--- src/hw/rtl/assert_macros.svh ---
// Assertion macros shared by the arbiter RTL.
`ifndef ASSERT_MACROS_SVH
`define ASSERT_MACROS_SVH

// The condition must hold in the same cycle as the trigger.
`define ASSERT_IMPL(label, clk, rst, ante, cons) \
   label: assert property (@(posedge clk) disable iff (rst) (ante) |-> (cons)) \
      else $error("assertion failed: same-cycle implication");

// The condition must hold in the cycle after the trigger.
`define ASSERT_NEXT(label, clk, rst, ante, cons) \
   label: assert property (@(posedge clk) disable iff (rst) (ante) |=> (cons)) \
      else $error("assertion failed: next-cycle implication");

`endif

--- src/hw/rtl/bta_pkg.sv ---
// Types, codes and constants of the bakery ticket arbiter.
`timescale 1ns / 1ps

package bta_pkg;

   // Default sizing of the arbiter.
   localparam int MAX_CLIENTS_DEF = 16;
   localparam int TICKET_BITS_DEF = 16;

   // Fixed widths of the port fields, and the reset value of the active count.
   localparam int ACTIVE_W     = 5;
   localparam int CLIENT_W     = 4;
   localparam int ISSUED_W     = 16;
   localparam int ACTIVE_RESET = 16;

   // Operation carried by a request word.
   typedef enum logic {
      MODE_TAKE    = 1'b0,
      MODE_RELEASE = 1'b1
   } bta_mode_type;

   // Completion status returned with every response word.
   typedef enum logic [1:0] {
      ST_OK        = 2'd0,
      ST_EXHAUSTED = 2'd1,
      ST_RANGE     = 2'd2
   } bta_status_type;

   // Sequencer states of the top level.
   typedef enum logic [1:0] {
      S_IDLE,
      S_UPDATE,
      S_SCAN,
      S_DONE
   } bta_state_type;

   // Control from the sequencer to the running-minimum unit.
   typedef struct packed {
      logic clear;
      logic sample;
   } bta_scan_ctl_type;

endpackage

--- src/hw/rtl/bta_if.sv ---
// Request and response channel interfaces of the arbiter.
`timescale 1ns / 1ps

interface bta_req_if import bta_pkg::*; ();
   logic                valid;
   logic                ready;
   bta_mode_type        mode;
   logic [CLIENT_W-1:0] client;

   modport source (output valid, output mode, output client, input ready);
   modport sink (input valid, input mode, input client, output ready);
endinterface

interface bta_rsp_if import bta_pkg::*; ();
   logic                valid;
   logic                ready;
   logic [ISSUED_W-1:0] issued_ticket;
   logic                grant_valid;
   logic [CLIENT_W-1:0] granted_client;
   bta_status_type      status;

   modport source (output valid, output issued_ticket, output grant_valid,
                   output granted_client, output status, input ready);
   modport sink (input valid, input issued_ticket, input grant_valid,
                 input granted_client, input status, output ready);
endinterface

--- src/hw/rtl/bta_min_scan.sv ---
// Running-minimum unit that finds the smallest nonzero ticket over a scan.
`timescale 1ns / 1ps
`include "assert_macros.svh"

module bta_min_scan import bta_pkg::*; #(
   parameter int TICKET_BITS = TICKET_BITS_DEF,
   parameter int IDX_W       = 4
) (
   input  logic                   clock,
   input  logic                   reset,
   input  bta_scan_ctl_type       ctl,
   input  logic [TICKET_BITS-1:0] ticket,
   input  logic [IDX_W-1:0]       idx,
   output logic                   found,
   output logic [IDX_W-1:0]       best_idx
);

   logic                   found_ff;
   logic                   found_in;
   logic [TICKET_BITS-1:0] best_ff;
   logic [IDX_W-1:0]       best_idx_ff;
   logic                   take;

   // A strictly smaller ticket replaces the best, so the lower index keeps a tie.
   assign take = ctl.sample && (ticket != '0) && (!found_ff || (ticket < best_ff));

   always_comb begin
      found_in = found_ff;
      if (ctl.clear) begin
         found_in = 1'b0;
      end else if (take) begin
         found_in = 1'b1;
      end
   end

   always_ff @(posedge clock) begin
      if (reset) begin
         found_ff <= 1'b0;
      end else begin
         found_ff <= found_in;
      end
   end

   // Best ticket and its owner need no reset: found qualifies them.
   always_ff @(posedge clock) begin
      if (take) begin
         best_ff     <= ticket;
         best_idx_ff <= idx;
      end
   end

   assign found    = found_ff;
   assign best_idx = best_idx_ff;

   `ASSERT_IMPL(a_clear_not_sample, clock, reset, ctl.clear, !ctl.sample)
   `ASSERT_NEXT(a_found_sticky, clock, reset, found_ff && !ctl.clear, found_ff)

endmodule

--- src/hw/rtl/bakery_ticket_arbiter.sv ---
// Bakery ticket arbiter: issues and releases tickets and reports the grant holder.
`timescale 1ns / 1ps
`include "assert_macros.svh"

// Each request word either takes a fresh ticket for a client (the next value
// of a counter that only rises) or releases the client's ticket, and produces
// one response word with the issued ticket, the status and the current grant
// holder: the active client with the smallest nonzero ticket, the lower index
// winning a tie. Tickets are held in a single-port memory with a registered
// read; valid bits make the memory read as zero after reset, so no clearing
// pass is needed. After acceptance an item updates its entry, then reads the
// memory once per active client and compares the last entry read, then loads
// the response register once no earlier response is still waiting. The next
// request word is accepted as soon as the response is loaded, even while that
// response still waits to be taken.
module bakery_ticket_arbiter import bta_pkg::*; #(
   parameter int MAX_CLIENTS = MAX_CLIENTS_DEF,
   parameter int TICKET_BITS = TICKET_BITS_DEF
) (
   input  logic                clock,
   input  logic                reset,
   bta_req_if.sink             req_chan,
   bta_rsp_if.source           rsp_chan,
   input  logic                csr_we,
   input  logic [ACTIVE_W-1:0] csr_wdata
);

   localparam int ADDR_W = $clog2(MAX_CLIENTS);
   localparam int CNT_W  = $clog2(MAX_CLIENTS + 1);
   localparam int CMP_W  = (CNT_W > ACTIVE_W) ? CNT_W : ACTIVE_W;
   localparam logic [CMP_W-1:0]       MAX_C      = CMP_W'(MAX_CLIENTS);
   localparam logic [TICKET_BITS-1:0] TICKET_TOP = '1;

   // Sequencer and item registers.
   bta_state_type        state_ff;
   bta_state_type        state_in;
   bta_mode_type         item_mode_ff;
   logic [CLIENT_W-1:0]  item_client_ff;
   logic [ACTIVE_W-1:0]  active_ff;
   logic [TICKET_BITS-1:0] last_ticket_ff;
   logic [CNT_W-1:0]     rd_cnt_ff;
   logic                 rd_vld_ff;
   logic [ADDR_W-1:0]    rd_idx_ff;
   bta_status_type       res_status_ff;
   logic [ISSUED_W-1:0]  res_issued_ff;

   // Response register.
   logic                 rsp_valid_ff;
   logic [ISSUED_W-1:0]  rsp_issued_ff;
   logic                 rsp_grant_ff;
   logic [CLIENT_W-1:0]  rsp_client_ff;
   bta_status_type       rsp_status_ff;

   // Ticket memory with per-entry valid bits.
   logic [TICKET_BITS-1:0] mem [MAX_CLIENTS];
   logic [MAX_CLIENTS-1:0] ent_vld_ff;
   logic [TICKET_BITS-1:0] rdata_ff;
   logic                   rd_ent_vld_ff;

   // Combinational control.
   logic                   req_ready;
   logic                   take_item;
   logic                   do_update;
   logic                   rd_en;
   logic                   load_rsp;
   logic [CMP_W-1:0]       act_ext;
   logic [CMP_W-1:0]       eff_cmp;
   logic [CNT_W-1:0]       eff_cnt;
   logic [CMP_W-1:0]       who_cmp;
   logic [TICKET_BITS-1:0] next_ticket;
   bta_status_type         upd_status;
   logic                   upd_write;
   logic                   upd_issue;
   logic [TICKET_BITS-1:0] upd_wdata;
   logic                   mem_we;
   logic [ADDR_W-1:0]      mem_waddr;
   logic [ADDR_W-1:0]      rd_addr;
   logic [TICKET_BITS-1:0] scan_ticket;
   bta_scan_ctl_type       scan_ctl;
   logic                   scan_found;
   logic [ADDR_W-1:0]      scan_idx;

   // Active client count saturated to 1..MAX_CLIENTS.
   assign act_ext = CMP_W'(active_ff);
   assign eff_cmp = (act_ext == '0) ? CMP_W'(1) : ((act_ext > MAX_C) ? MAX_C : act_ext);
   assign eff_cnt = CNT_W'(eff_cmp);
   assign who_cmp = CMP_W'(item_client_ff);

   // Sequencer: accept, update one entry, scan the memory, load the response.
   always_comb begin
      state_in  = state_ff;
      take_item = 1'b0;
      do_update = 1'b0;
      rd_en     = 1'b0;
      load_rsp  = 1'b0;
      unique case (state_ff)
         S_IDLE: begin
            if (req_chan.valid) begin
               take_item = 1'b1;
               state_in  = S_UPDATE;
            end
         end
         S_UPDATE: begin
            do_update = 1'b1;
            state_in  = S_SCAN;
         end
         S_SCAN: begin
            if (rd_cnt_ff < eff_cnt) begin
               rd_en = 1'b1;
            end else begin
               state_in = S_DONE;
            end
         end
         S_DONE: begin
            if (!rsp_valid_ff || rsp_chan.ready) begin
               load_rsp = 1'b1;
               state_in = S_IDLE;
            end
         end
         default: begin
            state_in = S_IDLE;
         end
      endcase
   end

   assign req_ready      = (state_ff == S_IDLE);
   assign req_chan.ready = req_ready;

   // Decide the outcome of the item; the range check takes priority.
   assign next_ticket = last_ticket_ff + TICKET_BITS'(1);

   always_comb begin
      upd_status = ST_OK;
      upd_write  = 1'b0;
      upd_issue  = 1'b0;
      upd_wdata  = '0;
      if (item_mode_ff == MODE_TAKE) begin
         priority if (who_cmp >= eff_cmp) begin
            upd_status = ST_RANGE;
         end else if (last_ticket_ff == TICKET_TOP) begin
            upd_status = ST_EXHAUSTED;
         end else begin
            upd_write = 1'b1;
            upd_issue = 1'b1;
            upd_wdata = next_ticket;
         end
      end else begin
         if (who_cmp >= MAX_C) begin
            upd_status = ST_RANGE;
         end else begin
            upd_write = 1'b1;
         end
      end
   end

   // Writes happen only in the update cycle and reads only while scanning,
   // so an entry is never read and written in the same cycle.
   assign mem_we    = do_update && upd_write;
   assign mem_waddr = ADDR_W'(item_client_ff);
   assign rd_addr   = rd_cnt_ff[ADDR_W-1:0];

   always_ff @(posedge clock) begin
      if (mem_we) begin
         mem[mem_waddr] <= upd_wdata;
      end
      if (rd_en) begin
         rdata_ff      <= mem[rd_addr];
         rd_ent_vld_ff <= ent_vld_ff[rd_addr];
      end
   end

   // An entry never written since reset reads as no ticket.
   assign scan_ticket = rd_ent_vld_ff ? rdata_ff : '0;

   // Control registers.
   always_ff @(posedge clock) begin
      if (reset) begin
         state_ff       <= S_IDLE;
         active_ff      <= ACTIVE_W'(ACTIVE_RESET);
         last_ticket_ff <= '0;
         ent_vld_ff     <= '0;
         rd_cnt_ff      <= '0;
         rd_vld_ff      <= 1'b0;
         rsp_valid_ff   <= 1'b0;
      end else begin
         state_ff  <= state_in;
         rd_vld_ff <= rd_en;
         if (csr_we) begin
            active_ff <= csr_wdata;
         end
         if (do_update && upd_issue) begin
            last_ticket_ff <= next_ticket;
         end
         if (mem_we) begin
            ent_vld_ff[mem_waddr] <= 1'b1;
         end
         if (do_update) begin
            rd_cnt_ff <= '0;
         end else if (rd_en) begin
            rd_cnt_ff <= rd_cnt_ff + CNT_W'(1);
         end
         if (load_rsp) begin
            rsp_valid_ff <= 1'b1;
         end else if (rsp_chan.ready) begin
            rsp_valid_ff <= 1'b0;
         end
      end
   end

   // Payload registers.
   always_ff @(posedge clock) begin
      if (take_item) begin
         item_mode_ff   <= req_chan.mode;
         item_client_ff <= req_chan.client;
      end
      if (rd_en) begin
         rd_idx_ff <= rd_addr;
      end
      if (do_update) begin
         res_status_ff <= upd_status;
         res_issued_ff <= upd_issue ? ISSUED_W'(next_ticket) : '0;
      end
      if (load_rsp) begin
         rsp_issued_ff <= res_issued_ff;
         rsp_status_ff <= res_status_ff;
         rsp_grant_ff  <= scan_found;
         rsp_client_ff <= scan_found ? CLIENT_W'(scan_idx) : '0;
      end
   end

   // Running minimum over the scanned entries.
   assign scan_ctl.clear  = do_update;
   assign scan_ctl.sample = rd_vld_ff;

   bta_min_scan #(
      .TICKET_BITS (TICKET_BITS),
      .IDX_W       (ADDR_W)
   ) u_min_scan (
      .clock    (clock),
      .reset    (reset),
      .ctl      (scan_ctl),
      .ticket   (scan_ticket),
      .idx      (rd_idx_ff),
      .found    (scan_found),
      .best_idx (scan_idx)
   );

   // Response channel.
   assign rsp_chan.valid          = rsp_valid_ff;
   assign rsp_chan.issued_ticket  = rsp_issued_ff;
   assign rsp_chan.grant_valid    = rsp_grant_ff;
   assign rsp_chan.granted_client = rsp_client_ff;
   assign rsp_chan.status         = rsp_status_ff;

   `ASSERT_NEXT(a_accept_to_update, clock, reset, req_chan.valid && req_ready, state_ff == S_UPDATE)
   `ASSERT_IMPL(a_no_rw_overlap, clock, reset, mem_we, !rd_en)
   `ASSERT_IMPL(a_issue_means_ok, clock, reset, rsp_valid_ff && (rsp_issued_ff != '0), rsp_status_ff == ST_OK)
   `ASSERT_IMPL(a_no_grant_zero_idx, clock, reset, rsp_valid_ff && !rsp_grant_ff, rsp_client_ff == '0)

endmodule
--- src/flat_wrapper.sv ---
// flat-port wrapper written by rule: the top's interface ports become plain ports
module bakery_ticket_arbiter_flat import bta_pkg::*;
#(
   parameter int MAX_CLIENTS = MAX_CLIENTS_DEF,
   parameter int TICKET_BITS = TICKET_BITS_DEF
)
  (clock, reset, csr_we, csr_wdata, req_chan_valid, req_chan_mode, req_chan_client, req_chan_ready, rsp_chan_valid, rsp_chan_issued_ticket, rsp_chan_grant_valid, rsp_chan_granted_client, rsp_chan_status, rsp_chan_ready);
  bta_req_if req_chan_i ();
  bta_rsp_if rsp_chan_i ();
  input  logic clock;
  input  logic reset;
  input  logic csr_we;
  input  logic [ACTIVE_W-1:0] csr_wdata;
  input wire logic [$bits(req_chan_i.valid)-1:0] req_chan_valid;
  input wire logic [$bits(req_chan_i.mode)-1:0] req_chan_mode;
  input wire logic [$bits(req_chan_i.client)-1:0] req_chan_client;
  output wire logic [$bits(req_chan_i.ready)-1:0] req_chan_ready;
  output wire logic [$bits(rsp_chan_i.valid)-1:0] rsp_chan_valid;
  output wire logic [$bits(rsp_chan_i.issued_ticket)-1:0] rsp_chan_issued_ticket;
  output wire logic [$bits(rsp_chan_i.grant_valid)-1:0] rsp_chan_grant_valid;
  output wire logic [$bits(rsp_chan_i.granted_client)-1:0] rsp_chan_granted_client;
  output wire logic [$bits(rsp_chan_i.status)-1:0] rsp_chan_status;
  input wire logic [$bits(rsp_chan_i.ready)-1:0] rsp_chan_ready;
  assign req_chan_i.valid = req_chan_valid;
  assign req_chan_i.mode = req_chan_mode;
  assign req_chan_i.client = req_chan_client;
  assign req_chan_ready = req_chan_i.ready;
  assign rsp_chan_valid = rsp_chan_i.valid;
  assign rsp_chan_issued_ticket = rsp_chan_i.issued_ticket;
  assign rsp_chan_grant_valid = rsp_chan_i.grant_valid;
  assign rsp_chan_granted_client = rsp_chan_i.granted_client;
  assign rsp_chan_status = rsp_chan_i.status;
  assign rsp_chan_i.ready = rsp_chan_ready;
  bakery_ticket_arbiter #(.MAX_CLIENTS(MAX_CLIENTS), .TICKET_BITS(TICKET_BITS)) u_core (.clock(clock), .reset(reset), .req_chan(req_chan_i), .rsp_chan(rsp_chan_i), .csr_we(csr_we), .csr_wdata(csr_wdata));
endmodule
--- config.mk ---
export PLATFORM = sky130hd
export DESIGN_NAME = bakery_ticket_arbiter_flat
export DESIGN_NICKNAME = d
export VERILOG_FILES = /design/src/hw/rtl/bta_pkg.sv /design/src/hw/rtl/bta_if.sv /design/src/hw/rtl/bta_min_scan.sv /design/src/hw/rtl/bakery_ticket_arbiter.sv /design/src/flat_wrapper.sv
export VERILOG_INCLUDE_DIRS = /design/src /design/src/hw/rtl
export SDC_FILE = /design/constraint.sdc
export NUM_CORES = 1
export LEC_CHECK = 0
export BUFFER_PORTS_ARGS = -buffer_cell sky130_fd_sc_hd__buf_2
export CELL_PAD_IN_SITES_DETAIL_PLACEMENT = 1
export CELL_PAD_IN_SITES_GLOBAL_PLACEMENT = 1
export CORE_MARGIN = 2
export CORE_UTILIZATION = 35
export DETAILED_ROUTE_END_ITERATION = 8
export GPL_TIMING_DRIVEN = 0
export PLACE_DENSITY_LB_ADDON = 0.1
export SYNTH_ARGS = -nofsm -noshare
export SYNTH_HDL_FRONTEND = slang
export SYNTH_SLANG_ARGS = --single-unit
--- constraint.sdc ---
create_clock -name clock -period 4.1 [get_ports clock]
set_input_delay 0.41 -clock clock [delete_from_list [all_inputs] [get_ports clock]]
set_output_delay 0.41 -clock clock [all_outputs]
set_load 0.03 [all_outputs]
### After elaboration in Yosys (flattened, before gate mapping)

Memories as Yosys holds them, arrays and structs flattened. A register that Yosys moved wholly into a read port is not among the register bits.
Index checks and enable logic that the tools add are counted.

| cells by class | value |
|---|---|
| add/sub/neg operators | 2 |
| order comparisons | 8 |
| eq/ne operators | 7 |
| mux-type cells | 34 |
| bitwise gates (word level) | 1 |
| reduce and logical (&&, ||, !) cells | 15 |

Operator list:

| operator | number |
|---|---|
| two-way mux 16 bit | 4 |
| two-way mux 1 bit | 19 |
| adder 16 x 1 -> 16 bit, second input constant | 1 |
| equality test 16 bit, second input constant | 1 |
| < comparator 16 bit | 1 |
| OR 16 bit | 1 |
| nonzero test 16 bit | 1 |
| two-way mux 2 bit | 6 |
| < comparator 4 x 5 -> 1 bit, second input constant | 2 |
| two-way mux 5 bit | 2 |
| case mux 2 bit (4 select lines) | 1 |
| adder 5 x 1 -> 5 bit, second input constant | 1 |
| greater-or-equal comparator 4 x 5 -> 1 bit | 1 |
| greater-or-equal comparator 4 x 5 -> 1 bit, second input constant | 1 |
| greater-than comparator 5 bit, second input constant | 1 |
| logical AND 1 bit | 5 |
| logical NOT 5 bit | 1 |
| < comparator 5 bit | 1 |
| binary-select mux 1 bit (select 4 bit) | 1 |
| demux 1 bit (select 4 bit) | 1 |
| equality test 2 bit, second input constant | 2 |
| greater-or-equal comparator 4 x 1 -> 1 bit, second input constant | 1 |
| inequality test 2 bit, second input constant | 2 |
| AND reduction 3 bit | 1 |
| other kinds (7) | 9 |

| word-level totals | value |
|---|---|
| bits in registers | 118 |
| bits in writable memories | 256 |
| output and inout bits | 25 |
| memories | 1 |

Memory list:

| name | words | bits a word | read ports | clocked after memory_dff | wr ports | RTL line | text |
|---|---|---|---|---|---|---|---|
| u_core.mem | 16 | 16 | 1 | 1 | 1 | bakery_ticket_arbiter.sv:55 | `logic [TICKET_BITS-1:0] mem [MAX_CLIENTS];` |

### Longest topological paths before layout

| logic depth | value |
|---|---|
| depth after elaboration | 9 |
| gate-level depth with buffers | 12 |
| gate-level depth less buffers | 9 |

### Hierarchy

Synthesis repeated with hierarchy kept, for this count alone.

| unflattened totals | value |
|---|---|
| cells, all modules | 915 |
| area total of the unflattened synthesis | 15,685.0 µm² |

By module, submodules not included:

| module | times used | cells each | area an instance (µm²) |
|---|---|---|---|
| bakery_ticket_arbiter | 1 | 832 | 14,622.8 |
| bta_min_scan | 1 | 83 | 1,062.3 |

### Worst setup path before layout

OpenSTA, ideal clock, no wires.

| timing | value |
|---|---|
| path kind | reg2reg |
| start point | reg u_core.rd_ent_vld_ff |
| end point | reg u_core.u_min_scan.best_ff[0], enable pin |
| library setup time | 0.409 ns |
| arrival | 2.626 ns |
| required time | 3.691 ns |
| setup slack | 1.065 ns |
| stages on the path, launching flop included | 9 |
| path buffers | 1 |
| period minus slack after synthesis | 3.035 ns |
| path through | edfxtp_1 clkbuf_1 and2_1 ha_1 nand2b_1 o221a_2 nor3_1 o31ai_1 a41oi_1 |

| on the way | value |
|---|---|
| cells in the longest elaborated chain, start to end | 4 |

RTL lines:

| what | RTL line | text |
|---|---|---|
| start, declared | bakery_ticket_arbiter.sv:58 | `logic rd_ent_vld_ff;` |
| start signal, assigned | bakery_ticket_arbiter.sv:168 | `rd_ent_vld_ff <= ent_vld_ff[rd_addr];` |
| two-way mux 16 bit (*) | bakery_ticket_arbiter.sv:173 | `assign scan_ticket = rd_ent_vld_ff ? rdata_ff : '0;` |
| net u_core.scan_ticket[1] | bakery_ticket_arbiter.sv:78 | `logic [TICKET_BITS-1:0] scan_ticket;` |
| < comparator 16 bit or nonzero test 16 bit (tied branches) | bta_min_scan.sv:25 | `assign take = ctl.sample && (ticket != '0) && (!found_ff \|\| (ticket < best_ff));` |
| logical OR 1 bit or logical AND 1 bit (tied branches) | bta_min_scan.sv:25 |  |
| logical AND 1 bit (*) | bta_min_scan.sv:25 |  |
| net u_core.u_min_scan.take | bta_min_scan.sv:22 | `logic take;` |
| end signal, assigned | bta_min_scan.sv:47 | `best_ff <= ticket;` |
| end, declared | bta_min_scan.sv:20 | `logic [TICKET_BITS-1:0] best_ff;` |

The timed path passes the listed nets; every way through them passes the cells marked *.
A chain may end at the register's enable or synchronous reset.

### Worst setup path in the final report

| timing | value |
|---|---|
| start point | reg u_core.state_ff[1] |
| end point | mem u_core.mem[13][1] (netlist name), enable pin |

| on the way | value |
|---|---|
| cells in the longest elaborated chain, start to end | 5 |

RTL lines:

| what | RTL line | text |
|---|---|---|
| start, declared | bakery_ticket_arbiter.sv:35 | `bta_state_type state_ff;` |
| start signal, assigned | bakery_ticket_arbiter.sv:186 | `state_ff <= state_in;` |
| equality test 2 x 1 -> 1 bit | bakery_ticket_arbiter.sv:96 | `unique case (state_ff)` |
| two-way mux 1 bit | bakery_ticket_arbiter.sv:96 |  |
| logical AND 1 bit | bakery_ticket_arbiter.sv:158 | `assign mem_we = do_update && upd_write;` |
| two-way mux 1 bit | bakery_ticket_arbiter.sv:163 | `if (mem_we) begin` |
| two-way mux 1 bit (not written as such) | bakery_ticket_arbiter.sv:164 | `mem[mem_waddr] <= upd_wdata;` |
| end, declared | bakery_ticket_arbiter.sv:55 |  |

Every way passes these cells.

==> run summary <==
outcome = finished, final reports clean
EDFF count, synth = 343
hold slack = 0.06270 ns
cells after synthesis = 866
routed vias/inst = 5.064
CTS clk-pin slew, worst paths = 0.06 ns
most frequent cell after synthesis = edfxtp_1
Core ar. = 0.04412 mm2
die width = 215.4 um
Core Rows = 77
Yosys reg bits = 390
clock buffer count from CTS = 43
Critical Path AT = 4.07 ns
syn_nets = 910
Max Freq = 263.0 MHz
vias post-DR = 8097
ys async rst share = 0%
drt first pass iters = 5
largest net degree at the start of global routing = 31
Mean Syn Cell Area = 18.06 um2
Wirelength per Cell = 24.56 um
peak supply drop = 336.5 uV
final net count = 1016
register area share after synthesis = 71.89%
WP data required = 4.37 ns
Worst Setup End Kind = flip-flop
Final HPWL DP = 27460 um
num ports = 40
Die ar. = 0.04638 mm2
Non-Filler Instances = 1599
Max Cap Viol = 0
unique cell type count in the Yosys netlist = 57
number of setup violations in the final report = 0
ys flop type = edfxtp_1
initial antenna violation count = 0
post-route total power = 9.645 mW
root buf cell = clkbuf_16
main area contributors after synthesis = edfxtp_1, mux4_2, dfxtp_1, ha_1, nor2_1
Clock Latency Late Sink = 0.57 ns
PortBufs = 38
Netlist Area Pre-Place = 0.01564 mm2
CP startpoint kind = flip-flop
Initial Util = 35.44%
Yosys top cell area share = 65.87%
largest area contributor in the netlist = edfxtp_1
slew of the pin with the lowest slew margin = 1.228 ns
Leakage = 5.827 nW
layout cells sized above 1 = 25.35%
post-CTS setup buffers = 0
PD cells = 523.0 mW/mm2
Clock Skews = 0.02032 ns
height of the die = 215.4 um
vias in the first global route = 8745
ANT nets after route = 0
initial drt markers = 576
Final Routed Wirelength = 39280 um
synth-to-layout area growth = 17.95%
Final Cycle Share = 92.74%
RSZ-0062 raised after global routing = no
TritonCTS sink count = 390
Rel. slew slack = 17.80%
reg-to-reg slack, setup = 0.30 ns
Hold Crit Class = in -> reg
Synth Warn # = 0
Max Buffers Root-to-Sink = 3
CTS tree = done
Slew Viols, Final = 0
H-tree depth = 2
number of remaining DRC errors = 0
Hold Violations, Final = 0
Total GRT Usage = 17.47%
worst-path fanout max = 19
fin crit period = 3.802 ns
Crit Path Class = reg -> reg
GRT overflow = 0
Placed Cells = 1514
Placer Congestion = 0.7577
global-route wire length before repair = 58630 um
Commonest cells post-synth = edfxtp_1, mux4_2, nor2_1
==> flip-flops by register name, summed over array words and instances, names as in the netlist, 4 cells and up <==
name,cells
u_core.mem,256
u_core.u_min_scan.best_ff,16
u_core.rd_cnt_ff,5
u_core.res_issued_ff,16
u_core.rsp_chan.issued_ticket,16
u_core.item_client_ff,4
u_core.rsp_chan.granted_client,4
u_core.u_min_scan.best_idx,4
u_core.last_ticket_ff,16
u_core.act_ext,5
u_core.rdata_ff,16
u_core.ent_vld_ff,16
u_core.rd_idx_ff,4
==> cell families (layout without fill, tap and decap cells) <==
group / after synthesis / count (layout) / synth area share, %
muxes: 99 / 99 / 13.27
other: 0 / 1 / 0
adders and majority gates: 29 / 29 / 2.321
xor gates and xnor gates: 16 / 16 / 0.8962
AOI/OAI and AO/OA: 66 / 66 / 3.073
buffers and inverters: 67 / 207 / 1.880
and+or+nand+nor: 199 / 199 / 6.674
DFF: 390 / 390 / 71.89
==> repair_timing <==
item,CTS,global route
resized for setup,0,3
endpoints found under the hold margin,5,0
hold buffers,5,0
endpoints found under the setup margin,0,43
==> layout by cell type, fill, tap and decap left out, drive strengths merged, types with 10 or more instances in the layout <==
cell type	Yosys	routed
nor4	11	11
xnor2	10	10
clkbuf	25	78
nor2b	12	12
dfxtp	47	47
and2	23	23
a21oi	14	14
edfxtp	343	343
clkinv	1	21
nand3	10	10
inv	27	27
ha	29	29
nor2	73	73
nand2	30	30
o2bb2ai	16	16
mux4	85	85
buf	14	70
==> metal layers <==
layer  vias up  wire length [um]  GRT usage, %
li1       3655                 -             -
met1      4265             18650         24.84
met2       113             18400         27.67
met3        64              1260         2.534
met4         0               962         5.747
met5         -                 0             0
==> final cells by class <==
type                            instances  area [um2]
Antenna cell                            1       2.502
Fill cell                            4307       25680
Sequential cell                       390       11240
Tap cell                              592       740.7
Clock buffer                           53        1156
Timing Repair Buffer                   61       623.1
Inverter                               28       105.1
Buffer                                 39       190.2
Multi-Input combinational cell        409        4161
Clock inverter                         26       222.7
==> path summary, 6_finish.rpt <==
path / start / endpoint / cells after the start
setup / recovery: u_core.state_ff[1]$_SDFFE_PP0P_ / u_core.mem[13][1]$_DFFE_PP_ / 7
hold / removal: csr_wdata[4] / u_core.act_ext[4]$_SDFFE_PP1P_ / 3
setup reg to reg: u_core.state_ff[1]$_SDFFE_PP0P_ / u_core.mem[13][1]$_DFFE_PP_ / 7
hold reg to reg: u_core.res_issued_ff[15]$_SDFFCE_PN0P_ / u_core.rsp_chan.issued_ticket[15]$_DFFE_PP_ / 0
==> through the flow <==
step | worst slack [ns] | TNS (ns) | area, um2 | util, %
after global routing | 0.01473 | 0 | 18440 | 41.79
final | 0.2977 | 0 | 18440 | 41.80
after CTS | 0.04251 | 0 | 18430 | 41.77
after detailed placement | 0.08264 | 0 | 17000 | 38.53
after floorplan | 1.065 | 0 | 15640 | -
after global placement | -0.6123 | -122.64 | 16570 | 37.55
==> worst max-delay path: stages, from the launching register on <==
cell and delay, ns:
dfxtp_1 0.34, inv_1 0.10, ha_1 0.78, clkbuf_1 0.46, clkbuf_1 0.54, nand3_1 0.35
nor2_2 0.69, buf_16 0.23
==> where the power goes <==
group          total, mW  switching [mW]  leakage, nW  internal [mW]
sequential          4.71          0.0914         3.38           4.62
clock               3.81            1.56        0.676           2.25
combinational       1.12           0.726         1.77          0.399
(Power assumes the default switching activity.)
